### src/design/cap_pkg.sv
// ============================================================================
// cap_pkg
// Types, register codes, reset values and saturation helpers shared by the
// cascaded angle/rate controller modules.
// ============================================================================
`default_nettype none

package cap_pkg;

    localparam int ADDR_W = 5;
    localparam int MUL_W  = 33;
    localparam int PROD_W = 66;

    // Register indexes (byte address is four times the index).
    localparam logic [2:0] REG_RATE_KP      = 3'd0;
    localparam logic [2:0] REG_RATE_KI      = 3'd1;
    localparam logic [2:0] REG_RATE_KD      = 3'd2;
    localparam logic [2:0] REG_ANGLE_KP     = 3'd3;
    localparam logic [2:0] REG_POS_LIMIT    = 3'd4;
    localparam logic [2:0] REG_NEG_LIMIT    = 3'd5;
    localparam logic [2:0] REG_STICK_CENTER = 3'd6;
    localparam logic [2:0] REG_OUTPUT_LIMIT = 3'd7;

    localparam logic [23:0] POS_LIMIT_RST    = 24'd7680;
    localparam logic [23:0] NEG_LIMIT_RST    = 24'hFFE200;
    localparam logic [11:0] STICK_CENTER_RST = 12'd1500;
    localparam logic [22:0] OUTPUT_LIMIT_RST = 23'd102400;

    // Division of the stick product by 500: the magnitude is clamped so the
    // quotient cannot pass 2^23, shifted right by two, then multiplied by
    // ceil(2^37 / 125) and shifted right by 37. Exact for 30-bit dividends.
    localparam logic [35:0] DIV_CLAMP = 36'd4194304000;
    localparam logic [30:0] DIV_RECIP = 31'd1099511628;
    localparam int          DIV_SHIFT = 37;

    typedef struct packed {
        logic [15:0] rate_kp;
        logic [15:0] rate_ki;
        logic [15:0] rate_kd;
        logic [15:0] angle_kp;
        logic [23:0] pos_angle_limit;
        logic [23:0] neg_angle_limit;
        logic [11:0] stick_center;
        logic [22:0] output_limit;
    } cap_cfg_t;

    typedef enum logic [3:0] {
        ST_IDLE,
        ST_TGT,
        ST_DIV,
        ST_AERR,
        ST_TRATE,
        ST_ERR,
        ST_PROP,
        ST_INT,
        ST_DER,
        ST_SUM,
        ST_FIN
    } cap_state_t;

    function automatic logic signed [23:0] sat_s24(input logic signed [47:0] v);
        logic signed [23:0] r;
        if (v > 48'sd8388607) begin
            r = 24'sh7FFFFF;
        end else if (v < -48'sd8388608) begin
            r = 24'sh800000;
        end else begin
            r = v[23:0];
        end
        return r;
    endfunction

    function automatic logic signed [31:0] sat_s32(input logic signed [47:0] v);
        logic signed [31:0] r;
        if (v > 48'sd2147483647) begin
            r = 32'sh7FFFFFFF;
        end else if (v < -48'sd2147483648) begin
            r = 32'sh80000000;
        end else begin
            r = v[31:0];
        end
        return r;
    endfunction

endpackage

`default_nettype wire

### src/design/cap_mul.sv
// ============================================================================
// cap_mul
// Shared signed multiplier with a registered product, used for one product in
// each multiplying step of the controller sequence.
// ============================================================================
`default_nettype none

module cap_mul (
    input  wire logic                                  aclk,
    input  wire logic signed [cap_pkg::MUL_W-1:0]      mul_a,
    input  wire logic signed [cap_pkg::MUL_W-1:0]      mul_b,
    output logic signed [cap_pkg::PROD_W-1:0]          prod
);

    logic signed [cap_pkg::PROD_W-1:0] prod_reg;

    always_ff @(posedge aclk) begin
        prod_reg <= mul_a * mul_b;
    end

    assign prod = prod_reg;

endmodule

`default_nettype wire

### src/design/cap_cfg.sv
// ============================================================================
// cap_cfg
// APB-style register file holding the controller gains, limits and stick
// center.
// ============================================================================
`default_nettype none

module cap_cfg (
    input  wire logic                        aclk,
    input  wire logic                        aresetn,
    input  wire logic                        psel,
    input  wire logic                        penable,
    input  wire logic                        pwrite,
    input  wire logic [cap_pkg::ADDR_W-1:0]  paddr,
    input  wire logic [31:0]                 pwdata,
    output logic [31:0]                      prdata,
    output logic                             pready,
    output cap_pkg::cap_cfg_t                cfg
);

    cap_pkg::cap_cfg_t cfg_reg;
    logic              wr_en;
    logic [2:0]        reg_idx;

    assign pready  = 1'b1;
    assign wr_en   = psel && penable && pwrite;
    assign reg_idx = paddr[4:2];

    always_ff @(posedge aclk) begin
        if (!aresetn) begin
            cfg_reg.rate_kp         <= 16'd0;
            cfg_reg.rate_ki         <= 16'd0;
            cfg_reg.rate_kd         <= 16'd0;
            cfg_reg.angle_kp        <= 16'd0;
            cfg_reg.pos_angle_limit <= cap_pkg::POS_LIMIT_RST;
            cfg_reg.neg_angle_limit <= cap_pkg::NEG_LIMIT_RST;
            cfg_reg.stick_center    <= cap_pkg::STICK_CENTER_RST;
            cfg_reg.output_limit    <= cap_pkg::OUTPUT_LIMIT_RST;
        end else if (wr_en) begin
            case (reg_idx)
                cap_pkg::REG_RATE_KP:      cfg_reg.rate_kp         <= pwdata[15:0];
                cap_pkg::REG_RATE_KI:      cfg_reg.rate_ki         <= pwdata[15:0];
                cap_pkg::REG_RATE_KD:      cfg_reg.rate_kd         <= pwdata[15:0];
                cap_pkg::REG_ANGLE_KP:     cfg_reg.angle_kp        <= pwdata[15:0];
                cap_pkg::REG_POS_LIMIT:    cfg_reg.pos_angle_limit <= pwdata[23:0];
                cap_pkg::REG_NEG_LIMIT:    cfg_reg.neg_angle_limit <= pwdata[23:0];
                cap_pkg::REG_STICK_CENTER: cfg_reg.stick_center    <= pwdata[11:0];
                cap_pkg::REG_OUTPUT_LIMIT: cfg_reg.output_limit    <= pwdata[22:0];
                default: begin
                end
            endcase
        end
    end

    always_comb begin
        case (reg_idx)
            cap_pkg::REG_RATE_KP:      prdata = {16'd0, cfg_reg.rate_kp};
            cap_pkg::REG_RATE_KI:      prdata = {16'd0, cfg_reg.rate_ki};
            cap_pkg::REG_RATE_KD:      prdata = {16'd0, cfg_reg.rate_kd};
            cap_pkg::REG_ANGLE_KP:     prdata = {16'd0, cfg_reg.angle_kp};
            cap_pkg::REG_POS_LIMIT:    prdata = {8'd0, cfg_reg.pos_angle_limit};
            cap_pkg::REG_NEG_LIMIT:    prdata = {8'd0, cfg_reg.neg_angle_limit};
            cap_pkg::REG_STICK_CENTER: prdata = {20'd0, cfg_reg.stick_center};
            cap_pkg::REG_OUTPUT_LIMIT: prdata = {9'd0, cfg_reg.output_limit};
            default:                   prdata = 32'd0;
        endcase
    end

    assign cfg = cfg_reg;

endmodule

`default_nettype wire

### src/design/cascaded_angle_rate_pid.sv
// One shared 33x33 multiplier is stepped through six products (stick scale,
// divide by 500, outer gain, P, I, D). A new item is taken only while idle, once
// the last one is done; a held result stalls the final step until the output
// register frees up.
// Reset: synchronous, active-low aresetn restores register defaults and clears
// the error history, accumulator and output valid.
// ============================================================================
// cascaded_angle_rate_pid
// One axis of a cascaded attitude controller: stick to target angle, P outer
// loop to target rate, incremental PID inner loop with runaway reset.
// ============================================================================
`default_nettype none

module cascaded_angle_rate_pid (
    input  wire logic                        aclk,
    input  wire logic                        aresetn,
    input  wire logic                        s_tvalid,
    output logic                             s_tready,
    // [11:0] stick_value, [35:12] measured_angle, [59:36] measured_rate
    input  wire logic [63:0]                 s_tdata,
    output logic                             m_tvalid,
    input  wire logic                        m_tready,
    // [23:0] drive, [24] history_cleared
    output logic [31:0]                      m_tdata,
    input  wire logic                        psel,
    input  wire logic                        penable,
    input  wire logic                        pwrite,
    input  wire logic [cap_pkg::ADDR_W-1:0]  paddr,
    input  wire logic [31:0]                 pwdata,
    output logic [31:0]                      prdata,
    output logic                             pready
);

    cap_pkg::cap_cfg_t  cfg;
    cap_pkg::cap_state_t state_reg, state_next;

    logic signed [cap_pkg::MUL_W-1:0]  mul_a, mul_b;
    logic signed [cap_pkg::PROD_W-1:0] prod;

    // Item and intermediate registers.
    logic signed [12:0] off_reg;
    logic signed [23:0] ang_reg;
    logic signed [23:0] rate_reg;
    logic               lsign_reg;
    logic signed [23:0] aerr_reg;
    logic signed [23:0] e0_reg;
    logic signed [43:0] sum_reg;
    logic               cleared_reg;

    // Controller history.
    logic signed [23:0] last_error_reg;
    logic signed [23:0] older_error_reg;
    logic signed [31:0] accum_reg;

    logic               m_tvalid_reg;
    logic [31:0]        m_tdata_reg;

    logic               in_acc;
    logic               out_free;

    // Combinational datapath terms.
    logic [11:0]        stick_mag;
    logic signed [23:0] lim_sel;
    logic [23:0]        lim_mag;
    logic [35:0]        div_mag;
    logic [35:0]        div_clamped;
    logic [23:0]        quot;
    logic signed [23:0] target;
    logic signed [23:0] trate;
    logic signed [24:0] d1;
    logic signed [26:0] d2;
    logic signed [35:0] sum_q;
    logic signed [31:0] acc_new;
    logic signed [32:0] lim_s;
    logic signed [23:0] drive;
    logic               runaway;

    cap_cfg u_cfg (
        .aclk    (aclk),
        .aresetn (aresetn),
        .psel    (psel),
        .penable (penable),
        .pwrite  (pwrite),
        .paddr   (paddr),
        .pwdata  (pwdata),
        .prdata  (prdata),
        .pready  (pready),
        .cfg     (cfg)
    );

    cap_mul u_mul (
        .aclk  (aclk),
        .mul_a (mul_a),
        .mul_b (mul_b),
        .prod  (prod)
    );

    assign s_tready = (state_reg == cap_pkg::ST_IDLE);
    assign in_acc   = s_tvalid && s_tready;
    assign out_free = !m_tvalid_reg || m_tready;
    assign m_tvalid = m_tvalid_reg;
    assign m_tdata  = m_tdata_reg;

    always_comb begin
        // A negative offset uses the negative limit times the negated offset,
        // so the second factor is always the offset magnitude.
        stick_mag = off_reg[12] ? 12'(-off_reg) : off_reg[11:0];
        lim_sel   = off_reg[12] ? signed'(cfg.neg_angle_limit)
                                : signed'(cfg.pos_angle_limit);
        lim_mag   = lim_sel[23] ? 24'(-lim_sel) : lim_sel;

        div_mag     = prod[35:0];
        div_clamped = (div_mag > cap_pkg::DIV_CLAMP) ? cap_pkg::DIV_CLAMP : div_mag;

        quot = prod[cap_pkg::DIV_SHIFT+23:cap_pkg::DIV_SHIFT];
        if (lsign_reg) begin
            target = -signed'(quot);
        end else if (quot[23]) begin
            target = 24'sh7FFFFF;
        end else begin
            target = signed'(quot);
        end

        trate = cap_pkg::sat_s24(signed'(prod[55:8]));

        d1 = 25'(e0_reg) - 25'(last_error_reg);
        d2 = 27'(e0_reg) - (27'(last_error_reg) <<< 1) + 27'(older_error_reg);

        sum_q   = sum_reg[43:8];
        acc_new = cap_pkg::sat_s32(48'(accum_reg) + 48'(sum_q));
        lim_s   = signed'({10'd0, cfg.output_limit});
        if (33'(acc_new) > lim_s) begin
            drive = signed'({1'b0, cfg.output_limit});
        end else if (33'(acc_new) < -lim_s) begin
            drive = -signed'({1'b0, cfg.output_limit});
        end else begin
            drive = acc_new[23:0];
        end

        runaway = (33'(accum_reg) > lim_s) || (33'(accum_reg) < -lim_s);
    end

    // Multiplier operand selection.
    always_comb begin
        case (state_reg)
            cap_pkg::ST_TGT: begin
                mul_a = signed'({9'd0, lim_mag});
                mul_b = signed'({21'd0, stick_mag});
            end
            cap_pkg::ST_DIV: begin
                mul_a = signed'({3'd0, div_clamped[31:2]});
                mul_b = signed'({2'd0, cap_pkg::DIV_RECIP});
            end
            cap_pkg::ST_TRATE: begin
                mul_a = signed'({17'd0, cfg.angle_kp});
                mul_b = 33'(aerr_reg);
            end
            cap_pkg::ST_PROP: begin
                mul_a = signed'({17'd0, cfg.rate_kp});
                mul_b = 33'(d1);
            end
            cap_pkg::ST_INT: begin
                mul_a = signed'({17'd0, cfg.rate_ki});
                mul_b = 33'(e0_reg);
            end
            cap_pkg::ST_DER: begin
                mul_a = signed'({17'd0, cfg.rate_kd});
                mul_b = 33'(d2);
            end
            default: begin
                mul_a = '0;
                mul_b = '0;
            end
        endcase
    end

    always_comb begin
        case (state_reg)
            cap_pkg::ST_IDLE:  state_next = in_acc ? cap_pkg::ST_TGT : cap_pkg::ST_IDLE;
            cap_pkg::ST_TGT:   state_next = cap_pkg::ST_DIV;
            cap_pkg::ST_DIV:   state_next = cap_pkg::ST_AERR;
            cap_pkg::ST_AERR:  state_next = cap_pkg::ST_TRATE;
            cap_pkg::ST_TRATE: state_next = cap_pkg::ST_ERR;
            cap_pkg::ST_ERR:   state_next = cap_pkg::ST_PROP;
            cap_pkg::ST_PROP:  state_next = cap_pkg::ST_INT;
            cap_pkg::ST_INT:   state_next = cap_pkg::ST_DER;
            cap_pkg::ST_DER:   state_next = cap_pkg::ST_SUM;
            cap_pkg::ST_SUM:   state_next = cap_pkg::ST_FIN;
            cap_pkg::ST_FIN:   state_next = out_free ? cap_pkg::ST_IDLE : cap_pkg::ST_FIN;
            default:           state_next = cap_pkg::ST_IDLE;
        endcase
    end

    always_ff @(posedge aclk) begin
        if (!aresetn) begin
            state_reg <= cap_pkg::ST_IDLE;
        end else begin
            state_reg <= state_next;
        end
    end

    // Payload registers of the sequence.
    always_ff @(posedge aclk) begin
        case (state_reg)
            cap_pkg::ST_IDLE: begin
                if (in_acc) begin
                    off_reg  <= signed'({1'b0, s_tdata[11:0]})
                              - signed'({1'b0, cfg.stick_center});
                    ang_reg  <= s_tdata[35:12];
                    rate_reg <= s_tdata[59:36];
                end
            end
            cap_pkg::ST_TGT: begin
                lsign_reg <= lim_sel[23];
            end
            cap_pkg::ST_AERR: begin
                aerr_reg <= cap_pkg::sat_s24(48'(target) - 48'(ang_reg));
            end
            cap_pkg::ST_ERR: begin
                e0_reg      <= cap_pkg::sat_s24(48'(trate) - 48'(rate_reg));
                cleared_reg <= runaway;
            end
            cap_pkg::ST_INT: begin
                sum_reg <= prod[43:0];
            end
            cap_pkg::ST_DER, cap_pkg::ST_SUM: begin
                sum_reg <= sum_reg + prod[43:0];
            end
            default: begin
            end
        endcase
    end

    // Controller history and output register.
    always_ff @(posedge aclk) begin
        if (!aresetn) begin
            last_error_reg  <= '0;
            older_error_reg <= '0;
            accum_reg       <= '0;
            m_tvalid_reg    <= 1'b0;
        end else begin
            if (state_reg == cap_pkg::ST_ERR && runaway) begin
                // Runaway reset: the history is cleared before this item's PID step.
                last_error_reg  <= '0;
                older_error_reg <= '0;
                accum_reg       <= '0;
            end
            if (state_reg == cap_pkg::ST_FIN && out_free) begin
                older_error_reg <= last_error_reg;
                last_error_reg  <= e0_reg;
                accum_reg       <= acc_new;
                m_tvalid_reg    <= 1'b1;
                m_tdata_reg     <= {7'd0, cleared_reg, drive};
            end else if (m_tvalid_reg && m_tready) begin
                m_tvalid_reg <= 1'b0;
            end
        end
    end

endmodule

`default_nettype wire

### config.mk
export PLATFORM = sky130hd
export DESIGN_NAME = cascaded_angle_rate_pid
export DESIGN_NICKNAME = d
export VERILOG_FILES = /design/src/design/cap_pkg.sv /design/src/design/cap_mul.sv /design/src/design/cap_cfg.sv /design/src/design/cascaded_angle_rate_pid.sv
export SDC_FILE = /design/constraint.sdc
export NUM_CORES = 2
export LEC_CHECK = 0
export BUFFER_PORTS_ARGS = -buffer_cell sky130_fd_sc_hd__buf_4
export CAP_MARGIN = 20
export CORE_MARGIN = 5
export CORE_UTILIZATION = 35
export DETAILED_ROUTE_END_ITERATION = 8
export PLACE_DENSITY = 0.52
export SLEW_MARGIN = 20
export SYNTH_ARGS = -nofsm -noshare
export SYNTH_HDL_FRONTEND = slang
export SYNTH_SLANG_ARGS = --single-unit
### constraint.sdc
create_clock -name aclk -period 11.7 [get_ports aclk]
set_input_delay 1.17 -clock aclk [delete_from_list [all_inputs] [get_ports aclk]]
set_output_delay 1.17 -clock aclk [all_outputs]
set_load 0.03 [all_outputs]
* Word-level counts from Yosys, hierarchy flattened
Index checks and enable logic that the tools add are counted.
Word-level totals: register bits 473, latch bits 0, memory bits (writable) 0, memory bits (read-only) 0, input bits 108, word-level logic and storage cells 121, memories 0
Cells by class: $add $sub $neg 13, multipliers 1, divide/modulo/power cells 0, $lt $le $gt $ge 13, equal/unequal tests 17, shift operators 0, mux-type cells 28, bitwise gates (word level) 0, reduce and logical (&&, ||, !) cells 25
Operator list (count):
- 2-to-1 mux 24 bit | 11
- one-hot mux 32 bit (8 select lines) | 1
- one-hot mux 33 bit (6 select lines) | 1
- one-hot mux 30 bit (6 select lines) | 1
- 2-to-1 mux 32 bit | 5
- one-hot mux 44 bit (2 select lines) | 1
- subtractor 24 x 24 -> 25 bit | 3
- < comparator 32 x 33 -> 1 bit | 2
- > comparator 32 x 24 -> 1 bit | 2
- multiplier 31 x 33 -> 61 bit | 1
- > comparator 25 x 24 -> 1 bit (second input constant) | 2
- < comparator 25 x 24 -> 1 bit (second input constant) | 2
- > comparator 48 x 24 -> 1 bit (second input constant) | 1
- < comparator 48 x 24 -> 1 bit (second input constant) | 1
- negator 24 bit | 2
- 2-to-1 mux 23 bit | 2
- adder 44 bit | 1
- one-hot mux 4 bit (11 select lines) | 1
- adder 32 x 36 -> 37 bit | 1
- > comparator 37 x 32 -> 1 bit (second input constant) | 1
- < comparator 37 x 32 -> 1 bit (second input constant) | 1
- > comparator 36 x 32 -> 1 bit (second input constant) | 1
- negator 23 -> 33 bit | 1
- adder 26 x 24 -> 27 bit | 1
- other kinds (22) | 51

* Longest topological paths before layout
depth after elaboration 7, depth in mapped cells 44

* Cells and area by module
From an unflattened synthesis, not the netlist that was laid out.
Second synthesis, totals: cell total of the unflattened synthesis 8334, area, all modules 73500.5 sq um
Modules (own cells, without submodules):
- cap_mul | times used 1, cells an instance 4315, area an instance 40336.2 sq um, sequential area each 1321.3 sq um
- cascaded_angle_rate_pid | times used 1, cells an instance 3140, area an instance 26279.0 sq um, sequential area each 7106.8 sq um
- cap_cfg | times used 1, cells an instance 879, area an instance 6885.4 sq um, sequential area each 2942.8 sq um

* Worst setup path before layout
OpenSTA, ideal clock, no wires.
path type register to register, start point register e0_reg[2], end point register u_mul.prod_reg (netlist bit u_mul.prod[60]), arrival time 10951 ps, data required time 11580 ps, slack 629 ps, cell stages (with the launch flop) 44, buffers on the path 3, clock period less this slack 11071 ps, path through edfxtp_1 inv_1 fa_1 inv_1 ha_1 nor2b_1 o21ai_0 a21oi_1 o21a_1 o31a_1 o22ai_1 a21oi_1 a221o_1 a21oi_1 nor2b_1 clkbuf_1 clkbuf_1 nor2_1 [... 8 more ...] inv_1 fa_1 fa_1 inv_1 fa_1 inv_1 ha_1 clkbuf_1 a21o_1 a21o_1 a21oi_1 o21ai_0 a21oi_1 o21ai_0 a21oi_1 o21ai_0 a21oi_1 xnor2_1
On the way: cells in the longest elaborated chain, start to end 4
RTL lines:
- start: declaration | line cascaded_angle_rate_pid.sv:46 | logic signed [23:0] e0_reg;
- start signal: assignment | line cascaded_angle_rate_pid.sv:220 | e0_reg <= cap_pkg::sat_s24(48'(trate) - 48'(rate_reg));
- subtractor 24 x 25 -> 26 bit | line cascaded_angle_rate_pid.sv:127 | d2 = 27'(e0_reg) - (27'(last_error_reg) <<< 1) + 27'(older_error_reg);
- adder 26 x 24 -> 27 bit | line cascaded_angle_rate_pid.sv:127
- one-hot mux 33 bit (6 select lines) (*) | line cascaded_angle_rate_pid.sv:145 | case (state_reg)
- multiplier 31 x 33 -> 61 bit (*) | line cap_mul.sv:18 | prod_reg <= mul_a * mul_b;
- end signal: assignment | line cap_mul.sv:18
- end: declaration | line cap_mul.sv:15 | logic signed [cap_pkg::PROD_W-1:0] prod_reg;
Mark *: on every way between the ends. The rest lies on a longest branch, timed or not. A chain may end at the register's enable or synchronous reset.

* Worst setup path after layout
start point register e0_reg[2], end point register u_mul.prod_reg (netlist bit u_mul.prod[57])
Same word-level chain as after synthesis.

==> impl_metrics.env <==
export IMPL_outcome="finished, final reports clean"
export IMPL_finalCritPeriodShare=0.965
export IMPL_multi_input_area_um2=49000
export IMPL_critPathMaxFanout=15
export IMPL_wl_um=229000
export IMPL_synthToLayoutAreaGrowth_pct=12.7
export IMPL_grt_busiest_layer="met2"
export IMPL_grt_usage=0.234
export IMPL_layout_drive_gt1_share=0.0833
export IMPL_crit_slowest_cell="or4b_2"
export IMPL_period_minus_slack_ns=11.29
export IMPL_die_w_um=443
export IMPL_vias=53644
export IMPL_yosysWarnings=0
export IMPL_numPortBuffers=144
export IMPL_h_tree_depth=2
export IMPL_synth_seq_cells=473
export IMPL_cpPeakStageDelay_ns=0.61
export IMPL_r2r_start="e0_reg[2]"
export IMPL_coreArea_um2=186000
export IMPL_irDropWorstVdd_v=0.000838
export IMPL_synthArstFlopShare=0
export IMPL_rows=158
export IMPL_met3_usage=0.0424
export IMPL_start_util=0.353
export IMPL_startpoint="e0_reg[2]"
export IMPL_place_inst=10239
export IMPL_viasPerCell=5.18
export IMPL_first_iter_violations=4362
export IMPL_reg2reg_slack_ns=0.41
export IMPL_worstMarginPinSlew_ns=1.19
export IMPL_cts_root_buf="clkbuf_16"
export IMPL_finalSetupViolCount=0
export IMPL_worstSetupEndpoint="u_mul.prod[57]"
export IMPL_clockBufferDepth=3
export IMPL_grt_antenna_before_repair=19
export IMPL_finalMaxSlewViolations=0
export IMPL_utilization=0.398
export IMPL_grt_pass1_wl_um=350000
export IMPL_total_power_w=0.0204
export IMPL_required_ns=12.29
export IMPL_fillers=19006
export IMPL_finalClockSkew_ns=0.0446
export IMPL_min_path_type="reg -> reg"
export IMPL_gp_congestion=0.971
export IMPL_grt_max_degree=85
export IMPL_crit_top_cell="fa_1"
export IMPL_grt_pass1_vias=55207
export IMPL_synth_edf_count=180
export IMPL_hold_violations=0
export IMPL_drv_cap=0
export IMPL_final_cells=10353
export IMPL_grt_overflow_total=0
export IMPL_dr_pass1_iters=6
export IMPL_grtUsageMet1=0.333
export IMPL_reg2reg_to="u_mul.prod[57]"
export IMPL_final_antenna_net_count=0
export IMPL_register_area_um2=11300
export IMPL_numCtsBuffers=55
export IMPL_die_h_um=443
export IMPL_synth_area_um2=65600
export IMPL_rr_worst_depth=42
export IMPL_powerDensity_nw_per_um2=276
export IMPL_clk_insertion_delay_late_ns=0.70
export IMPL_combPwrFrac=0.795
export IMPL_p_int_w=0.00991
export IMPL_ys_types=91
export IMPL_io_pins=175
export IMPL_p_leak_nw=34.7
export IMPL_grt_use_met2=0.366
export IMPL_crit_path_start_kind="register"
export IMPL_slew_headroom=0.208
export IMPL_holdWs_ns=0.467
export IMPL_yosysSeqAreaShare=0.172
export IMPL_end_kind="register"
export IMPL_syn_inst=7414
export IMPL_power_frac_clock=0.092
export IMPL_syn_area_per_cell_um2=8.84
export IMPL_min_delay_start="u_cfg.cfg[107]"
export IMPL_tritoncts="yes"
export IMPL_cp_arrival_ns=11.89
export IMPL_nNetsFinal=9414
export IMPL_p_switching_w=0.0105
export IMPL_cts_sinks=473
export IMPL_largest_reg_flops=147
export IMPL_tns_ns=0
export IMPL_dp_hpwl_um=190000
export IMPL_die_area_um2=196000
export IMPL_seq_power_share=0.113
export IMPL_drcViolationCount=0
export IMPL_grt_setup_unrepaired="true"
export IMPL_criticalPathCategory="reg -> reg"
export IMPL_swShare=0.513
export IMPL_wl_per_cell_um=22.2
export IMPL_synth_flop_cell="dfxtp_1"
export IMPL_clk_pin_slew_ns=0.06
export IMPL_timing_fmax_mhz=88.5
Yosys cell counts (all sizes together) (48+ instances only):
cell type,instances,share of area
a211oi,56,0.0064
a21boi,140,0.016
a21o,167,0.019
a21oi,308,0.024
a22o,92,0.012
and2,68,0.0065
clkbuf,271,0.016
dfxtp,293,0.089
edfxtp,180,0.082
fa,1006,0.31
ha,483,0.092
inv,1375,0.079
mux2i,50,0.0076
nand2,888,0.051
nand2b,53,0.0052
nand3,92,0.0070
nor2,500,0.029
nor2b,48,0.0046
nor3,93,0.0073
o21a,59,0.0068
o21ai,294,0.022
xnor2,176,0.024
xor2,93,0.012
power by group through the flow:
| stage | Sequential [W] | Clock [W] | Combinational, W |
|---|---|---|---|
| floorplan | 0.00222 | 0 | 0.0110 |
| global route | 0.00230 | 0.00198 | 0.0185 |
| finish | 0.00230 | 0.00188 | 0.0162 |
| global placement | 0.00232 | 0 | 0.0161 |
| CTS | 0.00228 | 0.00192 | 0.0163 |
| detailed placement | 0.00232 | 0 | 0.0161 |
worst min-delay path by stage:
| stage | depth (start not counted) | to | slack, ns |
|---|---|---|---|
| 5_1_grt | 1 | older_error_reg[23] | 0.49 |
| 2_1_floorplan | 0 | m_tdata[24] | 0.40 |
| 3_3_place_gp | 2 | u_cfg.cfg[107] | 0.45 |
| 3_5_place_dp | 1 | older_error_reg[3] | 0.46 |
| 6_report | 2 | u_cfg.cfg[107] | 0.47 |
| 4_1_cts | 2 | u_cfg.cfg[28] | 0.47 |
layout make-up:
class	instances	share of cell area
sequential	473	0.153
inverter	1377	0.0700
timing repair buffer	443	0.0464
tap	2480	0.0420
clock buffer	73	0.0208
clock inverter	31	0.00501
antenna	9	0.000305
multi-input combinational	5467	0.663
per-layer routing:
metal | up-vias | routed length [µm]
met3 | 283 | 17300
met1 | 26957 | 103000
li1 | 24737 | -
met5 | - | 87
met4 | 12 | 7050
met2 | 1655 | 102000
stage by stage:
step	cell area [µm²]	worst slack [ns]
2_1_floorplan	66400	0.629
3_3_place_gp	71900	-0.0317
3_5_place_dp	71900	-0.0864
4_1_cts	73800	0.130
5_1_grt	73900	-0.0258
6_report	73900	0.406
placed cells by master, fill, tap and decap left out, types with 14 or more instances in the layout:
cell	count
inv_1	1372
fa_1	1005
nand2_1	887
nor2_1	488
ha_1	483
buf_4	435
a21oi_1	302
dfxtp_1	293
o21ai_0	282
conb_1	219
edfxtp_1	180
xnor2_1	176
a21o_1	167
a21boi_0	140
xor2_1	93
a22o_1	92
nand3_1	91
nor3_1	84
and2_1	65
o21a_1	58
clkbuf_16	56
a211oi_1	53
nand2b_1	52
mux2i_1	49
nor2b_1	48
nand4_1	46
a31oi_1	36
o31ai_1	34
o211ai_1	32
a22oi_1	32
or3_1	29
or2_2	24
and3_1	23
a221oi_1	23
nor4_1	22
o21bai_1	22
a221o_1	20
o22ai_1	19
nor3b_1	16
o31a_1	14
cells by family after synthesis:
logic type / Yosys count / synth area share
adders and majority gates: 1493 / 0.400
AOI/OAI and AO/OA: 1483 / 0.152
xor gates and xnor gates: 269 / 0.0359
DFF: 473 / 0.172
buffers and inverters: 1691 / 0.0982
and+or+nand+nor: 1941 / 0.131
other: 2 / 0.000115
muxes: 62 / 0.0106
critical path: cells and delay by family (launching register included):
family                     cells  cell delay, ns
AOI/OAI and AO/OA             13            2.90
and+or+nand+nor                9            1.72
adders and majority gates     11            5.31
buffers and inverters          9            0.89
DFF                            1            0.35
timing repair:
action	4_1_cts	5_1_grt
buffers inserted	0	1
hold buffers	0	0
pin swaps	0	4
gates resized for setup	1	21
endpoints found under the setup margin	3	15
Power figures use the tool's default switching activity.
